[src/rtl/tsb_pkg.sv]
// Shared types and constants for the text scrollback line buffer.
package tsb_pkg;

    localparam int ROWS_DEF = 64;
    localparam int COLS_DEF = 128;

    // Wide enough for a line length of up to 256 characters.
    localparam int LEN_W = 9;

    localparam logic [7:0] NEWLINE_CH = 8'd10;
    localparam logic [7:0] NULL_CH    = 8'd0;

    localparam logic FUNC_PUT  = 1'b0;
    localparam logic FUNC_READ = 1'b1;

    typedef struct packed {
        logic       func;
        logic [7:0] ch;
        logic [5:0] row;
        logic [6:0] col;
    } t_in_item;

    typedef struct packed {
        logic [7:0] read_char;
        logic [7:0] line_length;
        logic [6:0] line_count;
    } t_out_item;

    // Write and read strobes for the two stores.
    typedef struct packed {
        logic char_we;
        logic len_we;
        logic rd_en;
    } t_mem_ctl;

    // What the output stage needs to finish an item once the stores answer.
    typedef struct packed {
        logic             is_put;
        logic             row_ok;
        logic             bypass;
        logic             col_ok;
        logic [6:0]       col;
        logic [LEN_W-1:0] len;
        logic [6:0]       count;
    } t_info;

endpackage

[src/rtl/tsb_ctrl.sv]
// Ring pointers, newest line length and store addressing for put and read items.
module tsb_ctrl
    import tsb_pkg::*;
#(
    parameter int ROWS = ROWS_DEF,
    parameter int COLS = COLS_DEF,
    localparam int SW = $clog2(ROWS),
    localparam int HW = $clog2(ROWS + 1),
    localparam int AW = $clog2(ROWS * COLS),
    localparam int LW = $clog2(COLS + 1),
    localparam int SUMW = ((SW > 6) ? SW : 6) + 1
) (
    input  logic          i_clk,
    input  logic          i_rst_n,
    input  logic          i_acc,
    input  t_in_item      i_item,
    output t_mem_ctl      o_ctl,
    output logic [AW-1:0] o_char_waddr,
    output logic [7:0]    o_char_wdata,
    output logic [AW-1:0] o_char_raddr,
    output logic [SW-1:0] o_len_waddr,
    output logic [LW-1:0] o_len_wdata,
    output logic [SW-1:0] o_len_raddr,
    output t_info         o_info
);

    logic [HW-1:0] r_held,   n_held;
    logic [SW-1:0] r_oldest, n_oldest;
    logic [SW-1:0] r_newest, n_newest;
    logic [LW-1:0] r_nlen,   n_nlen;

    logic            put_go;
    logic [SUMW-1:0] slot_sum;
    logic [SW-1:0]   rd_slot;
    logic            row_ok;
    logic            bypass;

    // Put path. The newest line keeps its length in r_nlen; the length store
    // is written only when a line stops being the newest one.
    always_comb begin
        n_held       = r_held;
        n_oldest     = r_oldest;
        n_newest     = r_newest;
        n_nlen       = r_nlen;
        o_ctl        = '0;
        o_ctl.rd_en  = i_acc && (i_item.func == FUNC_READ);
        o_len_waddr  = r_newest;
        o_len_wdata  = r_nlen;
        o_char_waddr = '0;
        o_char_wdata = i_item.ch;

        put_go = i_acc && (i_item.func == FUNC_PUT) && (i_item.ch != NULL_CH);

        if (put_go) begin
            if (r_held == '0) begin
                n_held   = HW'(1);
                n_newest = r_oldest;
                n_nlen   = '0;
            end
            if ((i_item.ch == NEWLINE_CH) || (n_nlen == LW'(COLS))) begin
                o_ctl.len_we = 1'b1;
                o_len_waddr  = n_newest;
                o_len_wdata  = n_nlen;
                if (n_held < HW'(ROWS)) begin
                    n_newest = (n_newest == SW'(ROWS - 1)) ? '0 : n_newest + SW'(1);
                    n_held   = n_held + HW'(1);
                end else begin
                    n_newest = n_oldest;
                    n_oldest = (n_oldest == SW'(ROWS - 1)) ? '0 : n_oldest + SW'(1);
                end
                n_nlen = '0;
            end
            if (i_item.ch != NEWLINE_CH) begin
                o_ctl.char_we = 1'b1;
                o_char_waddr  = AW'(32'(n_newest) * COLS + 32'(n_nlen));
                n_nlen        = n_nlen + LW'(1);
            end
        end
    end

    // Read path: logical row to slot, with one wrap correction.
    always_comb begin
        slot_sum     = SUMW'(r_oldest) + SUMW'(i_item.row);
        rd_slot      = (slot_sum >= SUMW'(ROWS)) ? SW'(slot_sum - SUMW'(ROWS)) : SW'(slot_sum);
        row_ok       = 32'(i_item.row) < 32'(r_held);
        bypass       = (32'(i_item.row) + 32'd1) == 32'(r_held);
        o_len_raddr  = rd_slot;
        o_char_raddr = AW'(32'(rd_slot) * COLS + 32'(i_item.col));
    end

    always_comb begin
        o_info.is_put = (i_item.func == FUNC_PUT);
        o_info.row_ok = row_ok;
        o_info.bypass = bypass;
        o_info.col_ok = 32'(i_item.col) < COLS;
        o_info.col    = i_item.col;
        if (i_item.func == FUNC_PUT) begin
            o_info.len   = LEN_W'(n_nlen);
            o_info.count = 7'(n_held);
        end else begin
            o_info.len   = LEN_W'(r_nlen);
            o_info.count = 7'(r_held);
        end
    end

    always_ff @(posedge i_clk) begin
        if (!i_rst_n) begin
            r_held   <= '0;
            r_oldest <= '0;
            r_newest <= '0;
            r_nlen   <= '0;
        end else if (i_acc) begin
            r_held   <= n_held;
            r_oldest <= n_oldest;
            r_newest <= n_newest;
            r_nlen   <= n_nlen;
        end
    end

endmodule

[config.mk]
export PLATFORM = sky130hd
export DESIGN_NAME = tsb_ctrl
export DESIGN_NICKNAME = d
export VERILOG_FILES = /design/src/rtl/tsb_pkg.sv /design/src/rtl/tsb_ctrl.sv
export SDC_FILE = /design/constraint.sdc
export NUM_CORES = 1
export LEC_CHECK = 0
export ABC_AREA = 1
export BUFFER_PORTS_ARGS = -buffer_cell sky130_fd_sc_hd__buf_2
export CAP_MARGIN = 15
export CORE_MARGIN = 5
export CORE_UTILIZATION = 35
export DETAILED_ROUTE_END_ITERATION = 8
export PLACE_DENSITY = 0.69
export SYNTH_ARGS = -nofsm -noshare
export SYNTH_HDL_FRONTEND = slang
export SYNTH_SLANG_ARGS = --single-unit
[constraint.sdc]
create_clock -name i_clk -period 3.25 [get_ports i_clk]
set_input_delay 0.1625 -clock i_clk [delete_from_list [all_inputs] [get_ports i_clk]]
set_output_delay 0.1625 -clock i_clk [all_outputs]
set_load 0.03 [all_outputs]
# Word-level counts from Yosys, hierarchy flattened
# Cells that the tools add are included.
word_totals:
  register_bits: 27
  ram_bits: 0
  mem_count: 0
  rom_bits: 0
  in_bits: 25
  latchBits: 0
  elab_cells: 61
  output_inout_bits: 84
op_classes:
  addsub: 9
  mul: 0
  magnitude_cmp: 3
  div: 0
  bitwise: 2
  n_eq_ne: 6
  muxes: 29
  reduce_logical: 8
  n_shift: 0
ops:
  columns: ["cell", "count"]
  rows:
  - ["$mux W8", 8]
  - ["$mux W6", 10]
  - ["$mux W7", 5]
  - ["$mux W13", 2]
  - ["$mux W15", 1]
  - ["$add A13 B7 Y13", 1]
  - ["$add A13 B8 Y13", 1]
  - ["$add A6 B1 Y6 const B", 2]
  - ["$eq A6 B6 Y1 const B", 2]
  - ["$add A8 B1 Y8 const B", 1]
  - ["$eq A8 B4 Y1 const B", 1]
  - ["$eq A8 B8 Y1 const B", 1]
  - ["$ne A8 B4 Y1 const B", 1]
  - ["$reduce_bool A8 Y1", 1]
  - ["$add A6 B1 Y7 const B", 1]
  - ["$add A6 B6 Y7", 1]
  - ["$add A7 B1 Y7 const B", 1]
  - ["$eq A7 B7 Y1", 1]
  - ["$ge A7 B7 Y1 const B", 1]
  - ["$logic_not A7 Y1", 1]
  - ["$lt A6 B7 Y1", 1]
  - ["$lt A7 B7 Y1 const B", 1]
  - ["$sub A6 B1 Y6 const B", 1]
  - ["$reduce_and A4 Y1", 1]
  - ["other kinds (6)", 10]

# Depth between registers and ports, before layout
# Gate-level depths: netlist of run 1.
depth:
  depth_word: 12
  mapped_depth: 22

# Least setup slack after synthesis of run 1
# Ideal clock, no wire load.
synth_timing:
  path_kind: "register -> output"
  from: "register r_held[0]"
  to: "output o_char_waddr[9]"
  path_stages_with_launch: 18
  path_slack_ns: 0.264
  t_arrival_ns: 2.823
  path_cell_list: "dfxtp_1 nor2_1 nand2_4 nor2_8 buf_12 nand2_4 o21ai_4 ha_1 nand3_1 nor2_1 nand2_2 nand3_1 a21oi_1 ha_1 ha_1 inv_1 nor2_1 nor3_1"
synth_via:
  elab_chain_len: 11
synth_lines:
  columns: ["element", "line_no", "source"]
  rows:
  - ["from (decl)", "tsb_ctrl.sv:27", "logic [HW-1:0] r_held, n_held;"]
  - ["from (signal assigned)", "tsb_ctrl.sv:113", "r_held <= n_held;"]
  - ["$logic_not A7 Y1", "tsb_ctrl.sv:55", "if (r_held == '0) begin"]
  - ["$mux W6", "tsb_ctrl.sv:55", null]
  - ["$mux W6", "tsb_ctrl.sv:54", "if (put_go) begin"]
  - ["$add A6 B1 Y6 or $eq A6 B6 Y1 (tied branches)", "tsb_ctrl.sv:65", "n_newest = (n_newest == SW'(ROWS - 1)) ? '0 : n_newest + SW'(1);"]
  - ["$mux W6", "tsb_ctrl.sv:65", null]
  - ["$mux W6", "tsb_ctrl.sv:64", "if (n_held < HW'(ROWS)) begin"]
  - ["$mux W6", "tsb_ctrl.sv:60", "if ((i_item.ch == NEWLINE_CH) || (n_nlen == LW'(COLS))) begin"]
  - ["$mux W6", "tsb_ctrl.sv:54", null]
  - ["$add A13 B8 Y13 *", "tsb_ctrl.sv:75", "o_char_waddr = AW'(32'(n_newest) * COLS + 32'(n_nlen));"]
  - ["$mux W13 *", "tsb_ctrl.sv:73", "if (i_item.ch != NEWLINE_CH) begin"]
  - ["$mux W13 *", "tsb_ctrl.sv:54", null]
  - ["to (decl)", "tsb_ctrl.sv:18", "output logic [AW-1:0] o_char_waddr,"]
# Every way passes the cells marked *; elsewhere a longest branch is shown, timed or not. The select of a mux whose other input is x is not followed.

# Final worst setup path of run 1
layout_timing:
  from: "register r_held[5]"
  to: "output o_char_waddr[12]"
# The elaborated chain is that of the path after synthesis.

==> results summary, run 1 <==
The total standard cell area after synthesis is between 3000 and 4000 µm². For this run, the post-layout net count is a little under 600. The flow ran to the end, and the final reports show no timing, DRC or antenna violations. Among all stages on the critical path, the largest delay is contributed by sky130_fd_sc_hd__dfxtp_4. The total number of vias came out at about 3200. The sequential area share after synthesis is 0.175. The smallest clock period supported by the final layout is computed as ~3.1 ns.

The number of maximum-capacitance violations came out at 0. After detailed routing, the number of remaining DRC violations is 0. The number of nets still failing antenna checks after routing came out at 0.

STA puts the critical path data arrival time at between 2 and 3 ns. The power density over the cells is ~230 nW/µm². Counting instances in the post-synthesis netlist gives the leading cell types as sky130_fd_sc_hd__nand2_1 (95), sky130_fd_sc_hd__inv_1 (70), sky130_fd_sc_hd__nor2_1 (63).

Setup repair after global routing left no endpoint under its margin. The wire length after detailed routing is 9.19 mm. The upper clock frequency limit came out at ~330 MHz. The actual slew at the worst max-slew pin came out at about 0.73 ns. The final number of setup-violating endpoints is 0. The highest ir drop seen on vdd is about 0.17 mV. The worst hold path class is in -> reg. The cell count after synthesis came out at about 500. The setup total negative slack is 0 ns. The count of final max-slew check failures came to 0. The first-pass GRT wire length is between 10 and 15 mm. The top-area cell type share of the netlist area came out at 0.175. The worst setup slack after layout came out at around 0.18 ns.

The final core utilization is 0.407. The total overflow reported by the global router is 0. In the final routed layout, each cell accounts on average for between 10 and 15 µm. The core area came out at 8680 µm². In this design, the stage delay of the slowest critical-path cell is roughly 0.4 ns. The number of rows created at floorplan came out at 34. The final worst clock skew came out at approximately 0.011 ns.

Of the available clock period, the critical path in the final layout requires 0.945. The number of enable flip-flop cells after synthesis came out at 0. The via count of the first global-routing pass is around 3100. Buffers placed on the I/O ports in this run total 85. The x dimension of the die is 104 µm.

After synthesis, the cell types taking the most area are sky130_fd_sc_hd__dfxtp_1 (17%), sky130_fd_sc_hd__nand2_1 (12%), sky130_fd_sc_hd__inv_1 (8.5%). The largest net degree at the start of global routing came out at 22. The number of ports placed on the die boundary came out at between 100 and 150. The number of DRC markers in iteration 0 is approximately 180.

The combined buffer and inverter count along the critical path is 2. The average instance area after synthesis came out at ~6.3 µm². The die outline height is between 100 and 150 µm.

In this design, the largest share of critical-path delay is due to simple AND/OR/NAND/NOR gates. CTS saw 27 sinks. The worst path required time came out at just over 3 ns. Traced cell by cell, the critical path runs through inv_4 -> nand2_2 -> nor2_4 -> nand2_8 -> nand2_1 -> nand2_2 -> ha_2 -> nand3_2 -> nor2_1 -> nand2_2 -> nand3_2 -> a21oi_2 -> ha_2 -> nand3_1 -> nor2_4 -> nand3_2 -> nand2_1 -> nand2_1 -> nor2_1 -> buf_2. Buffers inserted to repair hold after CTS numbered 0.

The congestion estimate from routability-driven global placement came to 0.907. The tree is rooted in a sky130_fd_sc_hd__clkbuf_8. Detailed placement ended at an HPWL of just over 7 mm. In the synthesized netlist the dominant register cell turns out to be sky130_fd_sc_hd__dfxtp_1. Counting every net in the synthesized netlist gives about 530. The initial cell density of the core is 0.356.

The maximum fanout encountered on the critical timing path is 7. The setup slack after placement is around 0.29 ns. The overall global routing resource usage came out at 0.157. In this run, CTS created clock tree buffers numbering 3. The sort of element at the end of the critical path is an output port. In the post-synthesis netlist, the cell with the most instances is sky130_fd_sc_hd__nand2_1.

The clock insertion delay at the later pin of the skew report is ~0.3 ns. The share of layout cells above drive strength 1 is 0.282. The die covers roughly 11000 µm².

The longest clock path from root to sink contains 2 buffers. The total of flip-flops plus latches after synthesis came out at 27. The relative area change from synthesis to final layout is 14.3%.

The final hold violation count came to 0. In this run the number of H-tree levels came out at 1. The async set-reset flop share out of synthesis came out at 0. The number of antenna violations at the first check in global routing was 0. TritonCTS built the clock tree. In this run the tightest slew margin relative to its limit is 0.514. For this run, the number of Yosys warnings is 0. For this design the static power due to leakage is roughly 0.0018 µW.

The number of iterations in the first detailed-routing pass came out at 5. The clock-pin slew on the worst setup and hold paths is between 0.1 and 0.15 ns. Of all cell types, the one taking the most synthesized area is sky130_fd_sc_hd__dfxtp_1. The start-to-end type of the worst setup path is reg -> out. The mean number of vias per cell is roughly 4.9. The count of different cell masters after synthesis came out at 48.

The kind of start point of the critical path is a register. 0 antenna diodes ended up in the layout.
## where the power goes
group	leakage (µW)	switching (µW)	internal (µW)
Sequential	0.000223	6.95	335
Clock	0.0000261	129	90.8
Combinational	0.00159	163	73.3
## metrics by stage
step	instance area (µm²)	power (µW)	hold slack, ns	instances
after floorplan	3090	559	0.358	490
after global placement	3360	574	0.325	642
after detailed placement	3360	576	0.325	642
after CTS	3410	787	0.236	646
after global routing	3530	830	0.243	655
final	3530	798	0.236	655
## worst reg2reg max path, delay by kind of cell, from the launching register on
kind	cells	cell delay, ns
flops	1	0.37
simple gates	10	1.27
buf+inv	2	0.42
compound gates	2	0.20
## state kept, by name, indices dropped and copies added, names as in the netlist
name      count
r_newest      6
r_nlen        8
r_held        7
r_oldest      6
## layer usage
layer	vias to the layer above	global-route usage	wire length, µm
met2	121	0.275	4480
li1	1628	-	-
met5	-	0	0
met4	0	0.0416	121
met3	14	0.0261	644
met1	1464	0.198	3940
## cells by family after synthesis
group	count (synthesis)	share of synthesized area
buf+inv	118	0.192
simple gates	223	0.342
xor+xnor	22	0.0623
other cells	2	0.00243
flops	27	0.175
compound gates	80	0.152
fa+ha+maj	18	0.0753
## final timing paths
path / start / end / slack, ns / depth (start not counted)
setup / recovery: r_held[5] / o_char_waddr[12] / 0.18 / 20
hold / removal: i_rst_n / r_oldest[2] / 0.24 / 3
setup reg to reg: r_held[0] / r_oldest[4] / 0.92 / 14
hold reg to reg: r_nlen[5] / r_nlen[5] / 0.53 / 2
## layout by cell type (no fill, tap or decap), drive strengths merged, types with 4 or more instances in the layout
cell	n
clkbuf	4
xor2	17
xnor2	5
nand2	112
dfxtp	27
inv	75
nand4	7
ha	17
a21oi	31
nor3	6
o21ai	34
nand3	22
nor2	69
buf	96
## timing repair
| item | 4_1_cts | 5_1_grt |
|---|---|---|
| setup endpoints to repair | 1 | 11 |
| pin swaps | 0 | 7 |
| resized for setup | 3 | 18 |
| setup buffers | 0 | 9 |
## cell type report
type / count / area (µm²)
clock inverter: 1 / 8.76
timing repair buffer: 97 / 518
tap: 108 / 135
multi-input combinational: 345 / 1990
clock buffer: 3 / 41.3
sequential: 27 / 556
inverter: 74 / 280
fill: 942 / 5140
(Power assumes the default switching activity.)
==> run 2: changes to the inputs <==
--- a/config.mk
+++ b/config.mk
@@ -5,13 +5,12 @@
 export SDC_FILE = /design/constraint.sdc
 export NUM_CORES = 1
 export LEC_CHECK = 0
-export ABC_AREA = 1
 export BUFFER_PORTS_ARGS = -buffer_cell sky130_fd_sc_hd__buf_2
 export CAP_MARGIN = 15
 export CORE_MARGIN = 5
 export CORE_UTILIZATION = 35
 export DETAILED_ROUTE_END_ITERATION = 8
-export PLACE_DENSITY = 0.69
+export PLACE_DENSITY = 0.72
 export SYNTH_ARGS = -nofsm -noshare
 export SYNTH_HDL_FRONTEND = slang
 export SYNTH_SLANG_ARGS = --single-unit
==> constraint.sdc (replaced) <==
create_clock -name i_clk -period 2.5 [get_ports i_clk]
set_input_delay 0.125 -clock i_clk [delete_from_list [all_inputs] [get_ports i_clk]]
set_output_delay 0.125 -clock i_clk [all_outputs]
set_load 0.03 [all_outputs]
==> run 2 against run 1 <==
  * The run now ends with negative setup slack left
  * Largest cell class unchanged
  * Hold slack got worse by 0.12 ns
  * Combinational power up 69%
  * Wire length increased by 25%
  * Highest routed layer unchanged
  * Total power is 39% higher
==> results summary, run 2 <==
Outcome: complete, but fails checks (was finished, final reports clean). The final reports fail on negative setup slack. The share of total power in sequential cells is 0.397 (was 0.429). The global placement routability congestion is 0.996 (was 0.907). The number of DRC markers in iteration 0 was 191 (was 179). Leading post-synthesis cells by instance count: sky130_fd_sc_hd__nand2_1 (39), sky130_fd_sc_hd__buf_4 (33), sky130_fd_sc_hd__nor2_1 (32) (was sky130_fd_sc_hd__nand2_1 (95), sky130_fd_sc_hd__inv_1 (70), sky130_fd_sc_hd__nor2_1 (63)). The x dimension of the die was 100 µm (was 104 µm). The routed design could run at a clock period as short as 3.89 ns. The highest ir drop seen on vdd was 0.174 mV (was 0.170 mV).

The wire length after detailed routing is 11.5 mm (was 9.19 mm). The upper clock frequency limit is roughly 260 MHz. The post-synthesis share of cell area spent on xor and xnor gates came out at 0.0611 (was 0.0623). The synthesized netlist cell count came out at 391 (was 490). Setup repair after global routing missed its margin: true (was false). The post-route DRC violation count is 0 (unchanged). The count of final max-slew check failures is 0 (unchanged). Registers with the most flip-flops: r_nlen (8), r_held (7) (unchanged). The number of maximum-capacitance violations came out at 0 (unchanged). The synthesized netlist net count came out at 434 (was 533). Most used cells in the layout excluding fill and tap cells: sky130_fd_sc_hd__buf_4 (88), sky130_fd_sc_hd__buf_6 (68), sky130_fd_sc_hd__buf_2 (41) (was sky130_fd_sc_hd__nand2_1 (95), sky130_fd_sc_hd__buf_2 (84), sky130_fd_sc_hd__inv_1 (69)). The fill cell total of the finished layout is 624 (was 942). The kind of start point of the critical path is a register (unchanged). The final hold slack came out at 0.113 ns (was 0.236 ns).

The clock insertion delay at the later pin of the skew report came to 0.29 ns (was 0.30 ns). The number of ports placed on the die boundary came to 109 (unchanged). The adder-cell area share of the yosys netlist came out at 0.0812 (was 0.0753). The number of nets still failing antenna checks after routing was 0 (unchanged). The largest net degree at the start of global routing came to 26 (was 22). The share of layout cells above drive strength 1 is 0.599 (was 0.282). The area enclosed by the die boundary came to 10100 µm² (was 10800 µm²). The quantity of I/O buffers inserted on ports came out at 85 (unchanged). The main combinational cell family by area after synthesis is simple AND/OR/NAND/NOR gates (unchanged).

The total clock buffers created by CTS is 3 (unchanged). The total of flip-flops plus latches after synthesis is 27 (unchanged). The dominant register cell in the synthesized netlist was sky130_fd_sc_hd__dfxtp_1 (unchanged). The worst setup slack after layout is -1.39 ns (was 0.178 ns). The overall global routing resource usage is 0.193 (was 0.157). The clock-pin slew on the worst setup and hold paths came out at 0.10 ns (was 0.11 ns). The data arrival time of the worst path is 3.77 ns (was 2.91 ns). The first-pass GRT wire length is 16.2 mm (was 14.5 mm). The mux share of post-synthesis cell area came out at 0.0415 (was 0). The mean number of vias per cell is 5.39 (was 4.93). The combinational fraction of design power came out at 0.359 (was 0.296). The post-layout net count is 595 (was 591).

The number of enable flip-flop cells after synthesis is 0 (unchanged). The CTS tree is built (unchanged). The number of levels in the clock H-tree came out at 1 (unchanged). The fraction of the cycle the final worst path needs is 1.56.

The number of inserted diodes was 0 (unchanged). The fraction of power consumed by the clock network came out at 0.244 (was 0.275). Biggest area contributors in the synthesized netlist: sky130_fd_sc_hd__dfxtp_1 (19%), sky130_fd_sc_hd__buf_4 (8.6%), sky130_fd_sc_hd__ha_1 (7.4%) (was sky130_fd_sc_hd__dfxtp_1 (17%), sky130_fd_sc_hd__nand2_1 (12%), sky130_fd_sc_hd__inv_1 (8.5%)). The cell at the root of the clock tree was sky130_fd_sc_hd__clkbuf_8 (unchanged).

The top-area cell type share of the netlist area is 0.189 (was 0.175). The area fraction in and, or, nand and nor cells after synthesis came out at 0.321 (was 0.342). The number of flip-flops in the largest register is 8 (unchanged). The via count of the first global-routing pass came out at 3453 (was 3128).

The start-to-end type of the worst setup path is reg -> out (unchanged). The average instance area after synthesis came out at 7.33 µm² (was 6.31 µm²). The power density over the cells is 215 nW/µm² (was 226 nW/µm²). The sort of element at the end of the critical path is an output port (unchanged). The total overflow reported by the global router is 0 (unchanged). The TritonCTS sink count is 27 (unchanged).

The average wire per cell in the routed design came out at 17.5 µm (was 14.0 µm). The sequential area share after synthesis came out at 0.189 (was 0.175). The internal power component came out at 723 µW (was 499 µW). The biggest area consumer among synthesized cells is sky130_fd_sc_hd__dfxtp_1 (unchanged). The count of different cell masters after synthesis was 61 (was 48). The cell count of the worst reg-to-reg path is 18 (was 14). The total standard cell area after synthesis came out at 2870 µm² (was 3090 µm²). The standby leakage power is 0.00238 µW (was 0.00184 µW). The area fraction in compound gates after synthesis is 0.172 (was 0.152). The total number of vias was 3534 (was 3227). The number of iterations in the first detailed-routing pass was 4 (was 5).

The number of rows created at floorplan is 33 (was 34). The most frequent standard cell in the layout excluding fill and tap cells is sky130_fd_sc_hd__buf_4 (was sky130_fd_sc_hd__nand2_1). The final core utilization is 0.637 (was 0.407). The number of antenna violations at the first check in global routing came out at 0 (unchanged).

The worst path required time is 2.38 ns (was 3.09 ns). The core area is 8090 µm² (was 8680 µm²). The switching share of total power came out at 0.348 (was 0.374). The maximum fanout encountered on the critical timing path is 3 (was 7).

The most frequent cell after synthesis is sky130_fd_sc_hd__nand2_1 (unchanged). The final number of setup-violating endpoints came out at 58 (was 0). The maximum buffer depth of the clock tree is 2 (unchanged). The net load switching power is 386 µW (was 299 µW). The number of cells on the worst hold path is 2 (was 3). The register with the most flip-flops was r_nlen (unchanged). The final hold violation count came to 0 (unchanged). The relative area change from synthesis to final layout came out at 80.0% (was 14.3%). The async set-reset flop share out of synthesis was 0 (unchanged). The die outline height came out at 100 µm (was 104 µm). The final worst clock skew was 0.00598 ns (was 0.0113 ns). The initial cell density of the core came out at 0.354 (was 0.356).

The total power consumption of the routed design came out at 1110 µW (was 798 µW). The total half-perimeter wirelength after legalization and detailed placement is 7.25 mm (was 7.21 mm). The synthesis warning total is 0 (unchanged). The worst hold path class was in -> reg (unchanged).
==> run 2: cell types whose count changed in the layout (fill, tap and decap cells not counted), moves of 15 or more <==
cell	before	now
sky130_fd_sc_hd__buf_6	0	68
sky130_fd_sc_hd__buf_2	84	41
sky130_fd_sc_hd__nor2_1	61	19
sky130_fd_sc_hd__nand2_1	95	28
sky130_fd_sc_hd__buf_4	12	88
sky130_fd_sc_hd__o21ai_0	28	9
sky130_fd_sc_hd__inv_1	69	16
sky130_fd_sc_hd__and2_4	0	15
sky130_fd_sc_hd__a21oi_1	29	8
==> run 2: layout make-up <==
cell class	count	area, µm²	share of cell area
timing repair buffer	202	1720	0.334
tap	105	131	0.0255
multi-input combinational	299	2640	0.512
sequential	27	549	0.106
inverter	19	71.3	0.0138
clock buffer	4	45.0	0.00873
==> run 2: path summary, 6_finish.rpt <==
path          startpoint          endpoint  slack (ns)
max            r_held[2]  o_char_waddr[11]       -1.39
min                i_acc         r_held[6]        0.11
max reg2reg    r_held[2]       r_newest[0]       -0.65
min reg2reg  r_newest[5]       r_newest[5]        0.61
==> run 2: cells by family (layout without fill, tap and decap cells) <==
family / after synthesis / in the layout
and+or+nand+nor: 172 / 172
AOI/OAI and AO/OA: 76 / 76
buffers and inverters: 65 / 225
DFF: 27 / 27
xor gates and xnor gates: 20 / 20
adders and majority gates: 18 / 18
muxes: 11 / 11
other: 2 / 2
==> run 2: power groups by stage <==
stage / logic, µW / registers [µW] / clock network, µW
floorplan: 240 / 450 / 0
global placement: 283 / 449 / 0
detailed placement: 287 / 449 / 0
CTS: 324 / 439 / 264
global route: 421 / 441 / 290
finish: 398 / 440 / 271
==> run 2: worst max-delay path, cell delays in order, from the launching register on <==
cell	delay, ns
sky130_fd_sc_hd__dfxtp_2	0.34
sky130_fd_sc_hd__or4_4	0.59
sky130_fd_sc_hd__buf_6	0.16
sky130_fd_sc_hd__nor3_4	0.12
sky130_fd_sc_hd__a21oi_2	0.07
sky130_fd_sc_hd__inv_2	0.07
sky130_fd_sc_hd__ha_4	0.14
sky130_fd_sc_hd__inv_1	0.05
sky130_fd_sc_hd__nor4_2	0.30
sky130_fd_sc_hd__buf_4	0.18
sky130_fd_sc_hd__nor3_4	0.04
sky130_fd_sc_hd__a221oi_2	0.27
sky130_fd_sc_hd__a21oi_2	0.09
sky130_fd_sc_hd__ha_4	0.17
sky130_fd_sc_hd__buf_4	0.13
sky130_fd_sc_hd__ha_4	0.16
sky130_fd_sc_hd__a311o_1	0.29
sky130_fd_sc_hd__a21oi_4	0.16
sky130_fd_sc_hd__buf_6	0.14
==> run 2: routing by layer <==
layer  vias to the layer above  GRT usage  wire length [µm]
met5                         -          0                 0
met4                         0     0.0653               269
met3                        27     0.0249               544
met2                       117      0.351              5980
met1                      1734      0.234              4680
li1                       1656          -                 -
==> run 2: repair_timing <==
| item | in CTS | in global routing |
|---|---|---|
| cloned | 0 | 1 |
| endpoints found under the setup margin | 42 | 65 |
| gates resized for setup | 123 | 160 |
| setup buffers | 28 | 27 |
| pin swaps | 37 | 44 |
| hold buffers | 0 | 0 |
==> run 2: metrics by stage <==
stage / area [µm²] / setup WS, ns / setup TNS (ns) / instances
final: 5160 / -1.39 / -20.04 / 656
after global placement: 3740 / -1.12 / -8.06 / 606
after global routing: 5160 / -1.56 / -24.99 / 656
after floorplan: 2960 / -1.10 / -6.37 / 391
after detailed placement: 3740 / -1.26 / -9.88 / 606
after CTS: 4440 / -1.42 / -19.30 / 634
